`src/rtl/lf_pkg.sv`:
```
`timescale 1ns / 1ps

package lf_pkg;

  parameter int LEVEL_W    = 7;
  parameter int TICKS_W    = 16;
  parameter int TIMEOUT_W  = 32;
  parameter int CFG_IDX_W  = 3;
  parameter int CFG_DATA_W = 32;
  parameter int ACT_W      = 2;

  parameter int LEVEL_MAX_DEF = 100;

  localparam logic [TICKS_W-1:0]   START_TICKS_RST  = 16'd300;
  localparam logic [TICKS_W-1:0]   NORMAL_TICKS_RST = 16'd100;
  localparam logic [TICKS_W-1:0]   OFF_TICKS_RST    = 16'd5000;
  localparam logic [TIMEOUT_W-1:0] TIMEOUT_RST      = 32'd2700000;
  localparam logic [LEVEL_W-1:0]   MIN_LEVEL_RST    = 7'd0;
  localparam logic [LEVEL_W-1:0]   DEFAULT_LEVEL_RST = 7'd50;

  // register indexes on the config port
  localparam logic [CFG_IDX_W-1:0] CFG_START_TICKS   = 3'd0;
  localparam logic [CFG_IDX_W-1:0] CFG_NORMAL_TICKS  = 3'd1;
  localparam logic [CFG_IDX_W-1:0] CFG_OFF_TICKS     = 3'd2;
  localparam logic [CFG_IDX_W-1:0] CFG_IDLE_TIMEOUT  = 3'd3;
  localparam logic [CFG_IDX_W-1:0] CFG_MIN_LEVEL     = 3'd4;
  localparam logic [CFG_IDX_W-1:0] CFG_DEFAULT_LEVEL = 3'd5;

  typedef enum logic [ACT_W-1:0] {
    ACT_TICK     = 2'd0,
    ACT_SET      = 2'd1,
    ACT_ACTIVITY = 2'd2
  } action_t;

  typedef enum logic [1:0] {
    MODE_STARTING = 2'd0,
    MODE_NORMAL   = 2'd1,
    MODE_STANDBY  = 2'd2
  } mode_t;

  typedef enum logic [1:0] {
    ST_IDLE,
    ST_EVAL,
    ST_DIV,
    ST_FIN
  } ctrl_state_t;

  typedef enum logic [1:0] {
    EV_NONE,
    EV_EMIT,
    EV_DIVIDE
  } eval_kind_t;

  typedef struct packed {
    logic accept;
    logic commit;
    logic div_start;
    logic finish;
  } lf_cmd_t;

  typedef struct packed {
    eval_kind_t kind;
    logic       slot_free;
    logic       div_done;
  } lf_status_t;

endpackage

```
`src/rtl/led_level_fader.sv`:
```
`timescale 1ns / 1ps
// Linear LED brightness fader.
// Input requests (in_valid/in_ready): in_action 0 = timer tick, 1 = new target
// (in_target_level), 2 = user activity. Each request gives zero or one result
// on out_valid/out_ready: the level just applied and whether the fade goes on.
// Config port: cfg_we writes cfg_data into register cfg_index at once; write
// only while the block is idle.
// One request at a time. A request that starts a fade with a nonzero step
// count goes through an evaluation step, a bit-serial divide of the fade
// ticks by the step count, the divider's done strobe and a finish step that
// gives its result; the next request is taken after the finish step. Any
// other request gives its result, if any, from its evaluation step, and the
// next request is taken once the block is back in idle.
// The result sits in an output register; the next request is accepted while
// it waits. If the receiver stalls, a request that needs to emit waits at
// its evaluation or finish step until the register frees up.
// Reset (rst_n low, synchronous): config returns to its defaults, level is
// the minimum level, the goal the default level, and the first tick starts
// the power-up fade.
module led_level_fader #(
  parameter int LEVEL_MAX = lf_pkg::LEVEL_MAX_DEF
) (
  input  logic                           clk,
  input  logic                           rst_n,
  input  logic                           in_valid,
  output logic                           in_ready,
  input  logic [lf_pkg::ACT_W-1:0]       in_action,
  input  logic [lf_pkg::LEVEL_W-1:0]     in_target_level,
  output logic                           out_valid,
  input  logic                           out_ready,
  output logic [lf_pkg::LEVEL_W-1:0]     out_level,
  output logic                           out_fading,
  input  logic                           cfg_we,
  input  logic [lf_pkg::CFG_IDX_W-1:0]   cfg_index,
  input  logic [lf_pkg::CFG_DATA_W-1:0]  cfg_data
);

  lf_pkg::lf_cmd_t    cmd;
  lf_pkg::lf_status_t status;

  lf_ctrl u_ctrl (
    .clk      (clk),
    .rst_n    (rst_n),
    .in_valid (in_valid),
    .in_ready (in_ready),
    .status   (status),
    .cmd      (cmd)
  );

  lf_dp #(
    .LEVEL_MAX (LEVEL_MAX)
  ) u_dp (
    .clk             (clk),
    .rst_n           (rst_n),
    .cmd             (cmd),
    .status          (status),
    .in_action       (in_action),
    .in_target_level (in_target_level),
    .cfg_we          (cfg_we),
    .cfg_index       (cfg_index),
    .cfg_data        (cfg_data),
    .out_valid       (out_valid),
    .out_ready       (out_ready),
    .out_level       (out_level),
    .out_fading      (out_fading)
  );

endmodule

```
`src/rtl/lf_div.sv`:
```
`timescale 1ns / 1ps

module lf_div (
  input  logic                        clk,
  input  logic                        rst_n,
  input  logic                        start,
  input  logic [lf_pkg::TICKS_W-1:0]  dividend,
  input  logic [lf_pkg::LEVEL_W-1:0]  divisor,
  output logic [lf_pkg::TICKS_W-1:0]  quotient,
  output logic                        done
);

  localparam int CNT_W = $clog2(lf_pkg::TICKS_W);

  logic [lf_pkg::TICKS_W-1:0] work_r, work_nxt;
  logic [lf_pkg::LEVEL_W-1:0] rem_r, rem_nxt;
  logic [lf_pkg::LEVEL_W-1:0] div_r, div_nxt;
  logic [CNT_W-1:0]           cnt_r, cnt_nxt;
  logic                       busy_r, busy_nxt;
  logic                       done_r, done_nxt;
  logic [lf_pkg::LEVEL_W:0]   shifted;
  logic [lf_pkg::LEVEL_W:0]   diff;
  logic                       ge;

  // restoring division, one quotient bit per cycle
  always_comb begin
    shifted  = {rem_r, work_r[lf_pkg::TICKS_W-1]};
    diff     = shifted - {1'b0, div_r};
    ge       = shifted >= {1'b0, div_r};
    work_nxt = work_r;
    rem_nxt  = rem_r;
    div_nxt  = div_r;
    cnt_nxt  = cnt_r;
    busy_nxt = busy_r;
    done_nxt = 1'b0;
    if (start) begin
      work_nxt = dividend;
      rem_nxt  = '0;
      div_nxt  = divisor;
      cnt_nxt  = '0;
      busy_nxt = 1'b1;
    end else if (busy_r) begin
      work_nxt = {work_r[lf_pkg::TICKS_W-2:0], ge};
      rem_nxt  = ge ? diff[lf_pkg::LEVEL_W-1:0] : shifted[lf_pkg::LEVEL_W-1:0];
      cnt_nxt  = cnt_r + 1'b1;
      if (cnt_r == CNT_W'(lf_pkg::TICKS_W - 1)) begin
        busy_nxt = 1'b0;
        done_nxt = 1'b1;
      end
    end
  end

  always_ff @(posedge clk) begin
    work_r <= work_nxt;
    rem_r  <= rem_nxt;
    div_r  <= div_nxt;
    cnt_r  <= cnt_nxt;
    if (!rst_n) begin
      busy_r <= 1'b0;
      done_r <= 1'b0;
    end else begin
      busy_r <= busy_nxt;
      done_r <= done_nxt;
    end
  end

  assign quotient = work_r;
  assign done     = done_r;

endmodule

```
`src/rtl/lf_dp.sv`:
```
`timescale 1ns / 1ps

module lf_dp #(
  parameter int LEVEL_MAX = lf_pkg::LEVEL_MAX_DEF
) (
  input  logic                           clk,
  input  logic                           rst_n,
  input  lf_pkg::lf_cmd_t                cmd,
  output lf_pkg::lf_status_t             status,
  input  logic [lf_pkg::ACT_W-1:0]       in_action,
  input  logic [lf_pkg::LEVEL_W-1:0]     in_target_level,
  input  logic                           cfg_we,
  input  logic [lf_pkg::CFG_IDX_W-1:0]   cfg_index,
  input  logic [lf_pkg::CFG_DATA_W-1:0]  cfg_data,
  output logic                           out_valid,
  input  logic                           out_ready,
  output logic [lf_pkg::LEVEL_W-1:0]     out_level,
  output logic                           out_fading
);

  localparam logic [lf_pkg::LEVEL_W-1:0] LVL_MAX = lf_pkg::LEVEL_W'(LEVEL_MAX);

  function automatic logic [lf_pkg::LEVEL_W-1:0] sat_level(
    input logic [lf_pkg::LEVEL_W-1:0] v
  );
    return (v > LVL_MAX) ? LVL_MAX : v;
  endfunction

  function automatic logic [lf_pkg::LEVEL_W-1:0] step_toward(
    input logic [lf_pkg::LEVEL_W-1:0] lvl,
    input logic [lf_pkg::LEVEL_W-1:0] goal
  );
    if (lvl < goal) return lvl + 1'b1;
    else if (lvl > goal) return lvl - 1'b1;
    else return lvl;
  endfunction

  // config
  logic [lf_pkg::TICKS_W-1:0]   start_ticks_r, start_ticks_nxt;
  logic [lf_pkg::TICKS_W-1:0]   normal_ticks_r, normal_ticks_nxt;
  logic [lf_pkg::TICKS_W-1:0]   off_ticks_r, off_ticks_nxt;
  logic [lf_pkg::TIMEOUT_W-1:0] timeout_r, timeout_nxt;
  logic [lf_pkg::LEVEL_W-1:0]   min_level_r, min_level_nxt;

  // fade state
  logic [lf_pkg::LEVEL_W-1:0]   level_now_r, level_now_nxt;
  logic [lf_pkg::LEVEL_W-1:0]   level_goal_r, level_goal_nxt;
  lf_pkg::mode_t                mode_r, mode_nxt;
  logic [lf_pkg::LEVEL_W-1:0]   steps_left_r, steps_left_nxt;
  logic [lf_pkg::TICKS_W-1:0]   step_period_r, step_period_nxt;
  logic [lf_pkg::TICKS_W-1:0]   period_count_r, period_count_nxt;
  logic                         restart_pending_r, restart_pending_nxt;
  logic                         idle_running_r, idle_running_nxt;
  logic [lf_pkg::TIMEOUT_W-1:0] idle_count_r, idle_count_nxt;

  // request and result registers
  logic [lf_pkg::ACT_W-1:0]     act_r, act_nxt;
  logic [lf_pkg::LEVEL_W-1:0]   target_r, target_nxt;
  logic [lf_pkg::LEVEL_W-1:0]   n_r, n_nxt;
  logic                         out_valid_r, out_valid_nxt;
  logic [lf_pkg::LEVEL_W-1:0]   out_level_r, out_level_nxt;
  logic                         out_fading_r, out_fading_nxt;

  // evaluation of the held request
  logic [lf_pkg::LEVEL_W-1:0]   goal_pre;
  lf_pkg::mode_t                mode_pre;
  logic                         is_start;
  logic                         step_now;
  logic                         idle_run_e;
  logic [lf_pkg::TIMEOUT_W-1:0] idle_cnt_e;
  logic [lf_pkg::TIMEOUT_W-1:0] idle_inc;
  logic [lf_pkg::TICKS_W-1:0]   pc_e;
  logic [lf_pkg::TICKS_W-1:0]   pc_inc;
  logic [lf_pkg::LEVEL_W-1:0]   span;
  logic [lf_pkg::TICKS_W-1:0]   ticks_sel;
  lf_pkg::eval_kind_t           kind;
  logic [lf_pkg::LEVEL_W-1:0]   level_step;
  logic [lf_pkg::LEVEL_W-1:0]   steps_dec;
  logic [lf_pkg::LEVEL_W-1:0]   n_dec;
  logic [lf_pkg::LEVEL_W-1:0]   level_fin;
  logic [lf_pkg::TICKS_W-1:0]   quotient;
  logic                         div_done;
  logic                         slot_free;
  logic                         load_out;

  always_comb begin
    goal_pre   = level_goal_r;
    mode_pre   = mode_r;
    is_start   = 1'b0;
    step_now   = 1'b0;
    idle_run_e = idle_running_r;
    idle_cnt_e = idle_count_r;
    idle_inc   = idle_count_r + 1'b1;
    pc_inc     = period_count_r + 1'b1;
    pc_e       = period_count_r;
    case (act_r)
      lf_pkg::ACT_SET: begin
        mode_pre = (steps_left_r != '0) ? lf_pkg::MODE_NORMAL : mode_r;
        goal_pre = target_r;
        is_start = 1'b1;
      end
      lf_pkg::ACT_ACTIVITY: begin
        idle_run_e = 1'b1;
        idle_cnt_e = '0;
        mode_pre   = lf_pkg::MODE_NORMAL;
      end
      lf_pkg::ACT_TICK: begin
        if (idle_running_r) begin
          idle_cnt_e = idle_inc;
        end
        if (idle_running_r && (idle_inc >= timeout_r)) begin
          idle_run_e = 1'b0;
          goal_pre   = sat_level(min_level_r);
          mode_pre   = lf_pkg::MODE_STANDBY;
          is_start   = 1'b1;
        end else if (restart_pending_r) begin
          is_start = 1'b1;
        end else if (steps_left_r != '0) begin
          if (pc_inc >= step_period_r) begin
            pc_e     = '0;
            step_now = 1'b1;
          end else begin
            pc_e = pc_inc;
          end
        end
      end
      default: ;
    endcase

    span = (level_now_r > goal_pre) ? (level_now_r - goal_pre) : (goal_pre - level_now_r);

    case (mode_pre)
      lf_pkg::MODE_STARTING: ticks_sel = start_ticks_r;
      lf_pkg::MODE_STANDBY:  ticks_sel = off_ticks_r;
      default:               ticks_sel = normal_ticks_r;
    endcase

    if (is_start) begin
      kind = (span == '0) ? lf_pkg::EV_EMIT : lf_pkg::EV_DIVIDE;
    end else if (step_now) begin
      kind = lf_pkg::EV_EMIT;
    end else begin
      kind = lf_pkg::EV_NONE;
    end

    level_step = step_toward(level_now_r, level_goal_r);
    steps_dec  = steps_left_r - 1'b1;
    n_dec      = n_r - 1'b1;
    level_fin  = step_toward(level_now_r, level_goal_r);
  end

  lf_div u_div (
    .clk      (clk),
    .rst_n    (rst_n),
    .start    (cmd.div_start),
    .dividend (ticks_sel),
    .divisor  (span),
    .quotient (quotient),
    .done     (div_done)
  );

  assign slot_free = !out_valid_r || out_ready;
  assign load_out  = (cmd.commit && (kind == lf_pkg::EV_EMIT)) || cmd.finish;

  always_comb begin
    start_ticks_nxt     = start_ticks_r;
    normal_ticks_nxt    = normal_ticks_r;
    off_ticks_nxt       = off_ticks_r;
    timeout_nxt         = timeout_r;
    min_level_nxt       = min_level_r;
    level_now_nxt       = level_now_r;
    level_goal_nxt      = level_goal_r;
    mode_nxt            = mode_r;
    steps_left_nxt      = steps_left_r;
    step_period_nxt     = step_period_r;
    period_count_nxt    = period_count_r;
    restart_pending_nxt = restart_pending_r;
    idle_running_nxt    = idle_running_r;
    idle_count_nxt      = idle_count_r;
    act_nxt             = act_r;
    target_nxt          = target_r;
    n_nxt               = n_r;
    out_level_nxt       = out_level_r;
    out_fading_nxt      = out_fading_r;
    out_valid_nxt       = out_valid_r && !out_ready;

    // default_level only sets the goal at reset, so a write has no effect
    if (cfg_we) begin
      case (cfg_index)
        lf_pkg::CFG_START_TICKS:  start_ticks_nxt  = cfg_data[lf_pkg::TICKS_W-1:0];
        lf_pkg::CFG_NORMAL_TICKS: normal_ticks_nxt = cfg_data[lf_pkg::TICKS_W-1:0];
        lf_pkg::CFG_OFF_TICKS:    off_ticks_nxt    = cfg_data[lf_pkg::TICKS_W-1:0];
        lf_pkg::CFG_IDLE_TIMEOUT: timeout_nxt      = cfg_data[lf_pkg::TIMEOUT_W-1:0];
        lf_pkg::CFG_MIN_LEVEL:    min_level_nxt    = cfg_data[lf_pkg::LEVEL_W-1:0];
        default: ;
      endcase
    end

    if (cmd.accept) begin
      act_nxt    = in_action;
      target_nxt = sat_level(in_target_level);
    end

    if (cmd.commit) begin
      level_goal_nxt   = goal_pre;
      mode_nxt         = mode_pre;
      idle_running_nxt = idle_run_e;
      idle_count_nxt   = idle_cnt_e;
      period_count_nxt = pc_e;
      if (is_start) begin
        restart_pending_nxt = 1'b0;
        period_count_nxt    = '0;
        n_nxt               = span;
        if (span == '0) begin
          steps_left_nxt = '0;
          mode_nxt       = lf_pkg::MODE_NORMAL;
          out_level_nxt  = level_now_r;
          out_fading_nxt = 1'b0;
        end
      end else if (step_now) begin
        level_now_nxt  = level_step;
        steps_left_nxt = steps_dec;
        if (steps_dec == '0) begin
          mode_nxt = lf_pkg::MODE_NORMAL;
        end
        out_level_nxt  = level_step;
        out_fading_nxt = (steps_dec != '0);
      end
    end

    // first step of a fade, once the step period is known
    if (cmd.finish) begin
      step_period_nxt = (quotient == '0) ? lf_pkg::TICKS_W'(1) : quotient;
      steps_left_nxt  = n_dec;
      level_now_nxt   = level_fin;
      if (n_dec == '0) begin
        mode_nxt = lf_pkg::MODE_NORMAL;
      end
      out_level_nxt  = level_fin;
      out_fading_nxt = (n_dec != '0);
    end

    if (load_out) begin
      out_valid_nxt = 1'b1;
    end
  end

  always_ff @(posedge clk) begin
    act_r          <= act_nxt;
    target_r       <= target_nxt;
    n_r            <= n_nxt;
    out_level_r    <= out_level_nxt;
    out_fading_r   <= out_fading_nxt;
    if (!rst_n) begin
      start_ticks_r     <= lf_pkg::START_TICKS_RST;
      normal_ticks_r    <= lf_pkg::NORMAL_TICKS_RST;
      off_ticks_r       <= lf_pkg::OFF_TICKS_RST;
      timeout_r         <= lf_pkg::TIMEOUT_RST;
      min_level_r       <= lf_pkg::MIN_LEVEL_RST;
      level_now_r       <= sat_level(lf_pkg::MIN_LEVEL_RST);
      level_goal_r      <= sat_level(lf_pkg::DEFAULT_LEVEL_RST);
      mode_r            <= lf_pkg::MODE_STARTING;
      steps_left_r      <= '0;
      step_period_r     <= lf_pkg::TICKS_W'(1);
      period_count_r    <= '0;
      restart_pending_r <= 1'b1;
      idle_running_r    <= 1'b0;
      idle_count_r      <= '0;
      out_valid_r       <= 1'b0;
    end else begin
      start_ticks_r     <= start_ticks_nxt;
      normal_ticks_r    <= normal_ticks_nxt;
      off_ticks_r       <= off_ticks_nxt;
      timeout_r         <= timeout_nxt;
      min_level_r       <= min_level_nxt;
      level_now_r       <= level_now_nxt;
      level_goal_r      <= level_goal_nxt;
      mode_r            <= mode_nxt;
      steps_left_r      <= steps_left_nxt;
      step_period_r     <= step_period_nxt;
      period_count_r    <= period_count_nxt;
      restart_pending_r <= restart_pending_nxt;
      idle_running_r    <= idle_running_nxt;
      idle_count_r      <= idle_count_nxt;
      out_valid_r       <= out_valid_nxt;
    end
  end

  always_comb begin
    status.kind      = kind;
    status.slot_free = slot_free;
    status.div_done  = div_done;
  end

  assign out_valid  = out_valid_r;
  assign out_level  = out_level_r;
  assign out_fading = out_fading_r;

  a_level_range: assert property (@(posedge clk) disable iff (!rst_n)
    (level_now_r <= LVL_MAX) && (level_goal_r <= LVL_MAX))
    else $error("level outside range");

  a_period_nonzero: assert property (@(posedge clk) disable iff (!rst_n)
    step_period_r != '0)
    else $error("step period is zero");

  a_count_bound: assert property (@(posedge clk) disable iff (!rst_n)
    period_count_r <= step_period_r)
    else $error("period count passed step period");

endmodule

```
`src/rtl/lf_ctrl.sv`:
```
`timescale 1ns / 1ps

module lf_ctrl (
  input  logic               clk,
  input  logic               rst_n,
  input  logic               in_valid,
  output logic               in_ready,
  input  lf_pkg::lf_status_t status,
  output lf_pkg::lf_cmd_t    cmd
);

  lf_pkg::ctrl_state_t state_r, state_nxt;

  always_comb begin
    state_nxt = state_r;
    case (state_r)
      lf_pkg::ST_IDLE: begin
        if (in_valid) state_nxt = lf_pkg::ST_EVAL;
      end
      lf_pkg::ST_EVAL: begin
        case (status.kind)
          lf_pkg::EV_DIVIDE: state_nxt = lf_pkg::ST_DIV;
          lf_pkg::EV_EMIT: begin
            if (status.slot_free) state_nxt = lf_pkg::ST_IDLE;
          end
          default: state_nxt = lf_pkg::ST_IDLE;
        endcase
      end
      lf_pkg::ST_DIV: begin
        if (status.div_done) state_nxt = lf_pkg::ST_FIN;
      end
      lf_pkg::ST_FIN: begin
        if (status.slot_free) state_nxt = lf_pkg::ST_IDLE;
      end
      default: state_nxt = lf_pkg::ST_IDLE;
    endcase
  end

  always_comb begin
    in_ready      = 1'b0;
    cmd.accept    = 1'b0;
    cmd.commit    = 1'b0;
    cmd.div_start = 1'b0;
    cmd.finish    = 1'b0;
    case (state_r)
      lf_pkg::ST_IDLE: begin
        in_ready   = 1'b1;
        cmd.accept = in_valid;
      end
      lf_pkg::ST_EVAL: begin
        case (status.kind)
          lf_pkg::EV_DIVIDE: begin
            cmd.commit    = 1'b1;
            cmd.div_start = 1'b1;
          end
          lf_pkg::EV_EMIT: cmd.commit = status.slot_free;
          default:         cmd.commit = 1'b1;
        endcase
      end
      lf_pkg::ST_FIN: cmd.finish = status.slot_free;
      default: ;
    endcase
  end

  always_ff @(posedge clk) begin
    if (!rst_n) begin
      state_r <= lf_pkg::ST_IDLE;
    end else begin
      state_r <= state_nxt;
    end
  end

  a_div_to_fin: assert property (@(posedge clk) disable iff (!rst_n)
    (state_r == lf_pkg::ST_DIV) && status.div_done |=> state_r == lf_pkg::ST_FIN)
    else $error("division done but no finish");

  a_eval_to_div: assert property (@(posedge clk) disable iff (!rst_n)
    (state_r == lf_pkg::ST_EVAL) && (status.kind == lf_pkg::EV_DIVIDE)
      |=> state_r == lf_pkg::ST_DIV)
    else $error("fade start did not enter division");

  a_fin_to_idle: assert property (@(posedge clk) disable iff (!rst_n)
    (state_r == lf_pkg::ST_FIN) && status.slot_free |=> state_r == lf_pkg::ST_IDLE)
    else $error("finish step did not return to idle");

endmodule
```
`config.mk`:
```
export PLATFORM = sky130hd
export DESIGN_NAME = led_level_fader
export DESIGN_NICKNAME = d
export VERILOG_FILES = /design/src/rtl/lf_pkg.sv /design/src/rtl/led_level_fader.sv /design/src/rtl/lf_div.sv /design/src/rtl/lf_dp.sv /design/src/rtl/lf_ctrl.sv
export SDC_FILE = /design/constraint.sdc
export NUM_CORES = 1
export LEC_CHECK = 0
export ABC_AREA = 1
export BUFFER_PORTS_ARGS = -buffer_cell sky130_fd_sc_hd__buf_2
export CORE_UTILIZATION = 28
export DETAILED_ROUTE_END_ITERATION = 8
export PLACE_DENSITY = 0.51
export SLEW_MARGIN = 10
export SYNTH_ARGS = -nofsm -noshare
export SYNTH_HDL_FRONTEND = slang
export SYNTH_SLANG_ARGS = --single-unit
```
`constraint.sdc`:
```
create_clock -name clk -period 6.4 [get_ports clk]
set_clock_uncertainty 0.15 [all_clocks]
set_input_delay 0.32 -clock clk [delete_from_list [all_inputs] [get_ports clk]]
set_output_delay 0.32 -clock clk [all_outputs]
set_load 0.02 [all_outputs]
```
==> results.txt, run 1 <==
At the end of routability-driven placement, the weighted congestion stood at 0.844. The top cell type by area accounts for 27.1% of the synthesized area. The number of nets in the synthesized netlist is 2198. For this run, design rule violations remaining after detail routing come to 2. The initial utilization of the core area, before any placement, comes to 28.3%. Counting distinct cell types in the post-synthesis netlist gives 50. The run gives 82 as the row count.

The tools report the number of search-and-repair iterations in the first detailed-routing pass as 7. For this run, the register share of the synthesized area comes to 37.1%. Grouping stages by cell kind, the critical path spends the most delay in simple AND/OR/NAND/NOR gates. The final routed wire length divided by cell count came out at 14.0 um.

The logic depth of the worst setup path including buffers was 39. The setup path with the least slack is of type reg2reg. The tools report the area of the core as 0.0501 mm^2. Among all cell types in the netlist, the one instantiated most often is sky130_fd_sc_hd__nand2_1.

The share of async-settable or async-resettable flops after synthesis was 0%. The count of buffers from port buffering was 58. The met2 usage in global routing is 25.2%, and the number of synthesis warnings is 0.

The pin count of the biggest net entering global routing was 89. The critical path starts at u_dp.idle_count_r[10]$_SDFFE_PN0P_. On the worst path, the slowest cell contributes a delay of 0.42 ns. Total congestion overflow: 0.

The tools report the initial antenna violation count as 0. Detailed placement finished with a half-perimeter wire length of 28700 um. Summed over all cells, the static leakage comes to 7.91 nW.

The library cell used as clock root buffer is sky130_fd_sc_hd__clkbuf_16. The clock reaches the later pin of the worst-skew pair after 0.57 ns. The tools report the highest attainable clock frequency as 0.169 GHz. The worst register-to-register path has a depth of 39. The total I/O pin count was 59. The actual transition at the worst max-transition pin works out to 1.13 ns.

Die boundary height: 227 um. In the routed layout, each cell is associated on average with a via count of 4.55. At the worst endpoint, the arrival time is 6.22 ns. Global routing used 21.6% of the available met1 tracks. The smallest clock period supported by the final layout is computed as 5.93 ns. The routed layout has 13000 vias.

After synthesis, the most frequently instantiated cells are 433 x sky130_fd_sc_hd__nand2_1, 338 x sky130_fd_sc_hd__inv_1, 293 x sky130_fd_sc_hd__nor2_1, 192 x sky130_fd_sc_hd__dfxtp_1, 148 x sky130_fd_sc_hd__o21ai_0. Setup violations remaining at the end of the flow were counted as 0. The checks that failed: DRC. In this run the worst path has a maximum fanout of 8.

The die covers 0.0516 mm^2. Measured against its own limit, the worst slew margin works out to 24.7%. Global routing used 15.6% of the available tracks. Leading register cell type out of synthesis: sky130_fd_sc_hd__dfxtp_1.

The most repeated library cell on the critical path was sky130_fd_sc_hd__nand2_1. For the number of standard cells after synthesis, the log shows 2062. The number of buffers on the longest clock path is 3, and the starting DRC count in detailed routing is 906. The layer with the highest usage was met2. The number of buffers inserted during clock tree synthesis is 29.

Setup repair after global routing could not meet its margin everywhere. For this design the ratio of total power to cell area is 275 mW/mm^2. The number of enable-type register cells in the synthesized netlist was 47. The final cycle utilization of the critical path was 92.6%.

The fraction of layout instances using a drive strength above 1 was 10.4%. The worst setup path is launched from a flip-flop. The number of nets in the layout was 2303; the count of H-tree levels built during CTS was 1. The first global-routing pass estimated 64800 um of wire.

Prior to clock tree synthesis, the placed netlist has a worst setup slack of 0.0637 ns. The min-delay analysis places its worst path in the category in2reg. Across the run, the number of max-cap violations was 0. Once detail routing completed, the nets flagged for antenna violations numbered 0. The via count of the first global-routing pass is 12600.

Following the worst setup path forward leads to its endpoint at u_dp.idle_count_r[12]$_SDFFE_PN0P_. The cell accounting for the most synthesized area was sky130_fd_sc_hd__dfxtp_1. STA classifies the critical path endpoint as a flip-flop.

The number of buffers and inverters on the critical path is 9. Worst vdd rail ir drop: 0.216 mV. The logs give 0.472 ns for the post-route worst setup slack and 2.09% for the met3 global-route usage. In this run the cell area of the synthesized design comes to 0.0142 mm^2. After synthesis, the cell types taking the most area are sky130_fd_sc_hd__dfxtp_1 27%, sky130_fd_sc_hd__nand2_1 11%, sky130_fd_sc_hd__edfxtp_1 10%, sky130_fd_sc_hd__inv_1 8.9%, sky130_fd_sc_hd__nor2_1 7.8%. The run finished, with violations left. The total of flip-flops plus latches after synthesis was 239. Number of slew-limit violations in the final report: 0.

TritonCTS built the clock tree. The post-synthesis average cell area came out at 6.88 um^2. For this block, the routed nets add up to 40100 um of wire. Across all hold checks on the routed design, the worst slack comes to 0.0944 ns. The CTS clock-pin slew for the worst setup and hold paths was 0.06 ns; the horizontal extent of the die was 227 um. Total count of hold-check failures in the final report: 0.

For the number of clock sinks, the log shows 239. Data on the critical path is required at its endpoint by 6.70 ns. The slowest stage of the critical path belongs to the cell sky130_fd_sc_hd__fa_1. From synthesis to final layout, the design area changed by 20.0%. The startpoint identified for the worst register-to-register timing path is u_dp.idle_count_r[10]$_SDFFE_PN0P_. The endpoint identified for the worst register-to-register timing path is u_dp.idle_count_r[12]$_SDFFE_PN0P_.

Setup slack on the worst reg-to-reg path comes out at 0.47 ns. The number of antenna diodes in the final layout is 0. The completed layout was analyzed and its total power is 4.67 mW.
==> metrics by stage <==
step                      cells  utilization (%)  instance area, um^2  TNS (ns)
after detailed placement   2759             30.6                15300         0
final                      2858             34.0                17000         0
after floorplan            2062                -                14200         0
after global routing       2858             34.0                17000    -0.413
after global placement     2759             30.6                15300         0
after CTS                  2851             33.5                16800         0
==> cells in the final DEF (no fill, tap or decap), types with 3 or more instances in the layout <==
master,count
sky130_fd_sc_hd__a21oi_1,118
sky130_fd_sc_hd__buf_12,4
sky130_fd_sc_hd__buf_2,57
sky130_fd_sc_hd__buf_4,39
sky130_fd_sc_hd__buf_6,3
sky130_fd_sc_hd__bufinv_16,7
sky130_fd_sc_hd__clkbuf_16,33
sky130_fd_sc_hd__clkbuf_8,3
sky130_fd_sc_hd__clkinv_1,10
sky130_fd_sc_hd__clkinvlp_4,4
sky130_fd_sc_hd__dfxtp_1,184
sky130_fd_sc_hd__dfxtp_2,8
sky130_fd_sc_hd__dlygate4sd3_1,42
sky130_fd_sc_hd__edfxtp_1,47
sky130_fd_sc_hd__fa_1,3
sky130_fd_sc_hd__ha_1,81
sky130_fd_sc_hd__inv_1,336
sky130_fd_sc_hd__inv_2,10
sky130_fd_sc_hd__nand2_1,431
sky130_fd_sc_hd__nand2_2,11
sky130_fd_sc_hd__nand2_4,4
sky130_fd_sc_hd__nand3_1,96
sky130_fd_sc_hd__nand3_2,3
sky130_fd_sc_hd__nand4_1,34
sky130_fd_sc_hd__nor2_1,285
sky130_fd_sc_hd__nor2_2,13
sky130_fd_sc_hd__nor3_1,22
sky130_fd_sc_hd__nor3_2,3
sky130_fd_sc_hd__nor4_1,8
sky130_fd_sc_hd__o211ai_1,8
sky130_fd_sc_hd__o21a_1,4
sky130_fd_sc_hd__o21ai_0,144
sky130_fd_sc_hd__o21ai_1,20
sky130_fd_sc_hd__o22ai_1,10
sky130_fd_sc_hd__or2_2,6
sky130_fd_sc_hd__xnor2_1,9
sky130_fd_sc_hd__xor2_1,50
==> layout make-up <==
cell class	instances	area, um^2
Inverter	354	1330
Tap cell	672	841
Multi-Input combinational cell	1395	7340
Clock buffer	35	800
Fill cell	5416	33000
Sequential cell	239	5270
Timing Repair Buffer	148	1190
Clock inverter	15	262
==> state kept, by name, summed over array words and instances (netlist names), 16 cells and up <==
register and flops:
u_dp.idle_count_r 32, u_dp.start_ticks_r 16, u_dp.step_period_r 16, u_dp.period_count_r 16, u_dp.normal_ticks_r 16, u_dp.off_ticks_r 16
u_dp.timeout_r 32, u_dp.u_div.quotient 16
==> power breakdown <==
part	switching [mW]	internal (mW)	total, mW	leakage, nW
combinational	0.683	0.385	1.07	5.40
sequential	0.0881	1.68	1.77	2.00
clock	0.675	1.16	1.84	0.504
total	1.45	3.23	4.67	7.91
==> routing by layer <==
layer  vias up  part of all wire, %  wire (um)
met1      5991                   49      19700
met3        56                  4.3       1720
met4         0                  2.3        913
li1       6730                    -          -
met5         -                    0          0
met2       235                   44      17700
==> worst register-to-register path, delay by kind of cell (launching register included) <==
family	cells	cell delay, ns
simple gates	22	2.67
compound gates	5	0.83
fa+ha+maj	3	0.84
buf+inv	9	1.00
flops	1	0.34
==> logic make-up after synthesis <==
logic type / share of synthesized area, %
compound gates: 12.0
xor+xnor: 3.71
fa+ha+maj: 7.83
buf+inv: 12.0
flops: 37.1
simple gates: 27.4
==> what timing repair did <==
| action | 4_1_cts | 5_1_grt |
|---|---|---|
| setup buffers | 0 | 3 |
| gates resized for setup | 0 | 40 |
| endpoints found under the hold margin | 91 | 0 |
| endpoints found under the setup margin | 0 | 136 |
| hold buffers | 42 | 0 |
==> worst min-delay path by stage <==
stage | start | to | slack [ns] | depth (start not counted)
6_report | out_ready | u_ctrl.state_r[1]$_SDFFE_PN0P_ | 0.09 | 4
5_1_grt | out_ready | u_ctrl.state_r[1]$_SDFFE_PN0P_ | 0.15 | 4
4_1_cts | out_ready | u_ctrl.state_r[1]$_SDFFE_PN0P_ | 0.09 | 4
3_5_place_dp | u_dp.normal_ticks_r[6]$_SDFFE_PN1P_ | u_dp.normal_ticks_r[6]$_SDFFE_PN1P_ | 0.29 | 2
3_3_place_gp | u_dp.start_ticks_r[5]$_SDFFE_PN1P_ | u_dp.start_ticks_r[5]$_SDFFE_PN1P_ | 0.29 | 2
2_1_floorplan | in_action[0] | u_dp.act_r[0]$_DFFE_PP_ | 0.27 | 0
(Power assumes the default switching activity.)
==> inputs of run 2 (changes only) <==
--- a/config.mk
+++ b/config.mk
@@ -9,7 +9,8 @@
 export BUFFER_PORTS_ARGS = -buffer_cell sky130_fd_sc_hd__buf_2
 export CORE_UTILIZATION = 28
 export DETAILED_ROUTE_END_ITERATION = 8
-export PLACE_DENSITY = 0.51
+export MAX_ROUTING_LAYER = met4
+export PLACE_DENSITY = 0.53
 export SLEW_MARGIN = 10
 export SYNTH_ARGS = -nofsm -noshare
 export SYNTH_HDL_FRONTEND = slang
==> constraint.sdc (replaced) <==
create_clock -name clk -period 5.3 [get_ports clk]
set_clock_uncertainty 0.15 [all_clocks]
set_input_delay 0.265 -clock clk [delete_from_list [all_inputs] [get_ports clk]]
set_output_delay 0.265 -clock clk [all_outputs]
set_load 0.02 [all_outputs]
==> run 2 against run 1 <==
Effect of this change:
- the flow finishes with violations (setup timing)
- clock power increased by 5%
- design area is 11% higher
- via count rose by 4.4%
- count of clock-buffer cells in the layout grew 3
- critical path type unchanged
- critical endpoint is now u_dp.period_count_r[12]$_SDFFE_PN0P_
- largest cell class unchanged
==> results.txt, run 2 (synthesis results as in run 1) <==
Along the worst hold path, the cell count comes to 5. The data arrival time of the critical path is 5.78 ns, and the maximum fanout along the worst path is 8. The worst setup path is launched from a flip-flop. The final critical path takes up 103% of the cycle. The wire-length estimate of the detail-placed layout is 29200 um.

The final reports fail on setup timing. The first global-routing pass estimated 66200 um of wire. STA puts the critical path data required time at 5.62 ns.

The total via count in the routed design is 13600. The tools report the static leakage power as 8.88 nW. The critical path is of the reg2reg type. Hold timing on the final database bottoms out at a slack of 0.0536 ns. Across the VDD grid, the largest voltage drop is 0.232 mV. STA classifies the critical path endpoint as a flip-flop.

The largest registers in the layout are u_dp.idle_count_r: 32 flops, u_dp.timeout_r: 32 flops. Top cell family by delay on the critical path: simple AND/OR/NAND/NOR gates. The tightest min-delay check is of the in2reg type.

Clock tree synthesis selected as its root buffer the cell sky130_fd_sc_hd__clkbuf_16. Leading cell type in the layout, fill and taps excluded: sky130_fd_sc_hd__nand2_1. Summed over all layers, the routed wires come to 41300 um. Count of buffers from port buffering: 58. The logs give -0.157 ns for the post-route worst setup slack and 29 for the number of buffers inserted during clock tree synthesis. Subtracting the final worst setup slack from the clock period gives 5.46 ns.

The max-capacitance violation count is 0, and the effective utilization at floorplan is 28.3%. Final setup violation count: 100. The floorplan step set the die width to 227 um. TritonCTS built the clock tree. The total count of hold-check failures in the final report was 0; the largest stage delay on the critical path was 0.55 ns.

The tools report the starting DRC count in detailed routing as 781. The routability congestion estimate from global placement came out at 0.873. The post-route netlist has 21.4% of its cells at a drive strength greater than 1. The actual transition at the worst max-transition pin is 1.21 ns, and the filler cell count in the final layout is 5282. Global routing consumed, over all layers together, 16.4% of the routing resources. For this design the top-level I/O count stands at 59. At the later pin of the worst-skew pair, clock insertion delay measures 0.57 ns. Count of H-tree levels built during CTS: 1. Prior to clock tree synthesis, the placed netlist has a worst setup slack of -0.783 ns. Slowest library cell on the worst path: sky130_fd_sc_hd__or4_4.

The detail route stage leaves a number of antenna-violating nets equal to 0. 0 antenna diodes ended up in the layout. From synthesis to final layout, the design area changed by 33.7%. The logs give 13000 for the via count of the first global-routing pass and 7 for the number of search-and-repair iterations in the first detailed-routing pass.

Static timing analysis puts the maximum clock frequency at 0.183 GHz. Clock-pin slew was measured on the worst setup and hold paths at 0.06 ns. The initial antenna violation count was 0; the number of buffers on the longest clock path was 3. Counting cells, the worst reg-to-reg path comes to 37. The logic depth of the worst setup path including buffers came out at 37. The run finished, with violations left. The run gives 2456 as the number of nets in the layout. The region available for standard cell placement spans 0.0501 mm^2. Die boundary height: 227 um. In the layout the commonest cells are 388 x sky130_fd_sc_hd__nand2_1, 329 x sky130_fd_sc_hd__inv_1, 271 x sky130_fd_sc_hd__nor2_1.

The power per standard cell area is 296 mW/mm^2. The total cell area at the placement stage came out at 0.0162 mm^2. The number of slew-limit violations in the final report was 0.

Setup repair after global routing could not meet its margin everywhere. In this run the core area contains 82 standard-cell rows. Number of DRC violations after detailed routing: 0.

Measured against its own limit, the worst slew margin works out to 19.5%. Once placement completed, the tool counted placed cells totaling 2870. The average vias per placed instance came out at 4.51. Setup total negative slack on the finished layout was measured at -6.14 ns. The clock net in this run drives a total of 239 sinks. The number of cells in the finished layout apart from fillers was 3015.

After detailed routing, the average wire length per cell comes to 13.7 um. Total congestion overflow: 0. Counting stages on the worst path, the most repeated cell is sky130_fd_sc_hd__nand2_1. Entering global routing, the biggest net connects 98 pins. The floorplan step defined a die boundary enclosing 0.0516 mm^2. Together, buffers and inverters on the worst path number 8. After routing the design area is 0.0190 mm^2.
-- run 2: cell types whose count changed in the layout (fill, tap and decap cells not counted), moves of 9 or more --
cell / before / now
sky130_fd_sc_hd__buf_6: 3 / 12
sky130_fd_sc_hd__ha_4: 1 / 10
sky130_fd_sc_hd__nand2_2: 11 / 42
sky130_fd_sc_hd__nand2_1: 431 / 388
sky130_fd_sc_hd__nor2_4: 2 / 14
sky130_fd_sc_hd__buf_4: 39 / 171
sky130_fd_sc_hd__nor2_1: 285 / 271
sky130_fd_sc_hd__dfxtp_1: 184 / 173
-- run 2: cell type report --
| cell class | count | area (um^2) | share of cell area, % |
|---|---|---|---|
| clock buffers | 38 | 810 | 4.27 |
| clock inverters | 16 | 108 | 0.568 |
| inverters | 354 | 1360 | 7.15 |
| multi-input cells | 1396 | 8030 | 42.3 |
| flip-flops and latches | 239 | 5290 | 27.9 |
| well taps | 672 | 841 | 4.43 |
| repair buffers | 300 | 2530 | 13.4 |
-- run 2: worst register-to-register path: cells and delay by family (launching register included) --
kind | cells | cell delay [ns]
fa+ha+maj | 3 | 0.79
xor+xnor | 2 | 0.31
buf+inv | 8 | 1.05
simple gates | 23 | 2.54
flops | 1 | 0.36
compound gates | 1 | 0.15
-- run 2: timing repair --
item,CTS,global route
buffers inserted,20,17
gates cloned,2,10
endpoints found under the setup margin,136,136
endpoints found under the hold margin,97,0
pin swaps,32,53
hold buffers,42,0
resized for setup,112,119
-- run 2: power breakdown --
| group | switching (mW) | internal (mW) | total, mW |
|---|---|---|---|
| registers | 0.109 | 2.03 | 2.14 |
| clock network | 0.811 | 1.12 | 1.93 |
| logic | 0.910 | 0.635 | 1.55 |
-- run 2: stage by stage --
stage | util [%] | power (mW)
after global routing | 37.9 | 5.96
after CTS | 36.4 | 5.56
after detailed placement | 32.4 | 3.50
after floorplan | - | 3.06
final | 37.9 | 5.61
after global placement | 32.4 | 3.48
-- run 2: worst paths after layout --
| kind | startpoint | slack [ns] | end |
|---|---|---|---|
| setup / recovery | u_dp.idle_count_r[10]$_SDFFE_PN0P_ | -0.16 | u_dp.period_count_r[12]$_SDFFE_PN0P_ |
| hold / removal | cfg_index[2] | 0.05 | u_dp.min_level_r[0]$_SDFFE_PN0P_ |
| setup reg to reg | u_dp.idle_count_r[10]$_SDFFE_PN0P_ | -0.16 | u_dp.period_count_r[12]$_SDFFE_PN0P_ |
| hold reg to reg | u_dp.off_ticks_r[7]$_SDFFE_PN1P_ | 0.31 | u_dp.off_ticks_r[7]$_SDFFE_PN1P_ |
-- run 2: metal layers --
| layer | wire, um | global-route usage [%] |
|---|---|---|
| met1 | 20400 | 22.1 |
| met5 | 0 | - |
| met2 | 18600 | 25.7 |
| met3 | 1460 | 1.99 |
| met4 | 852 | 4.31 |
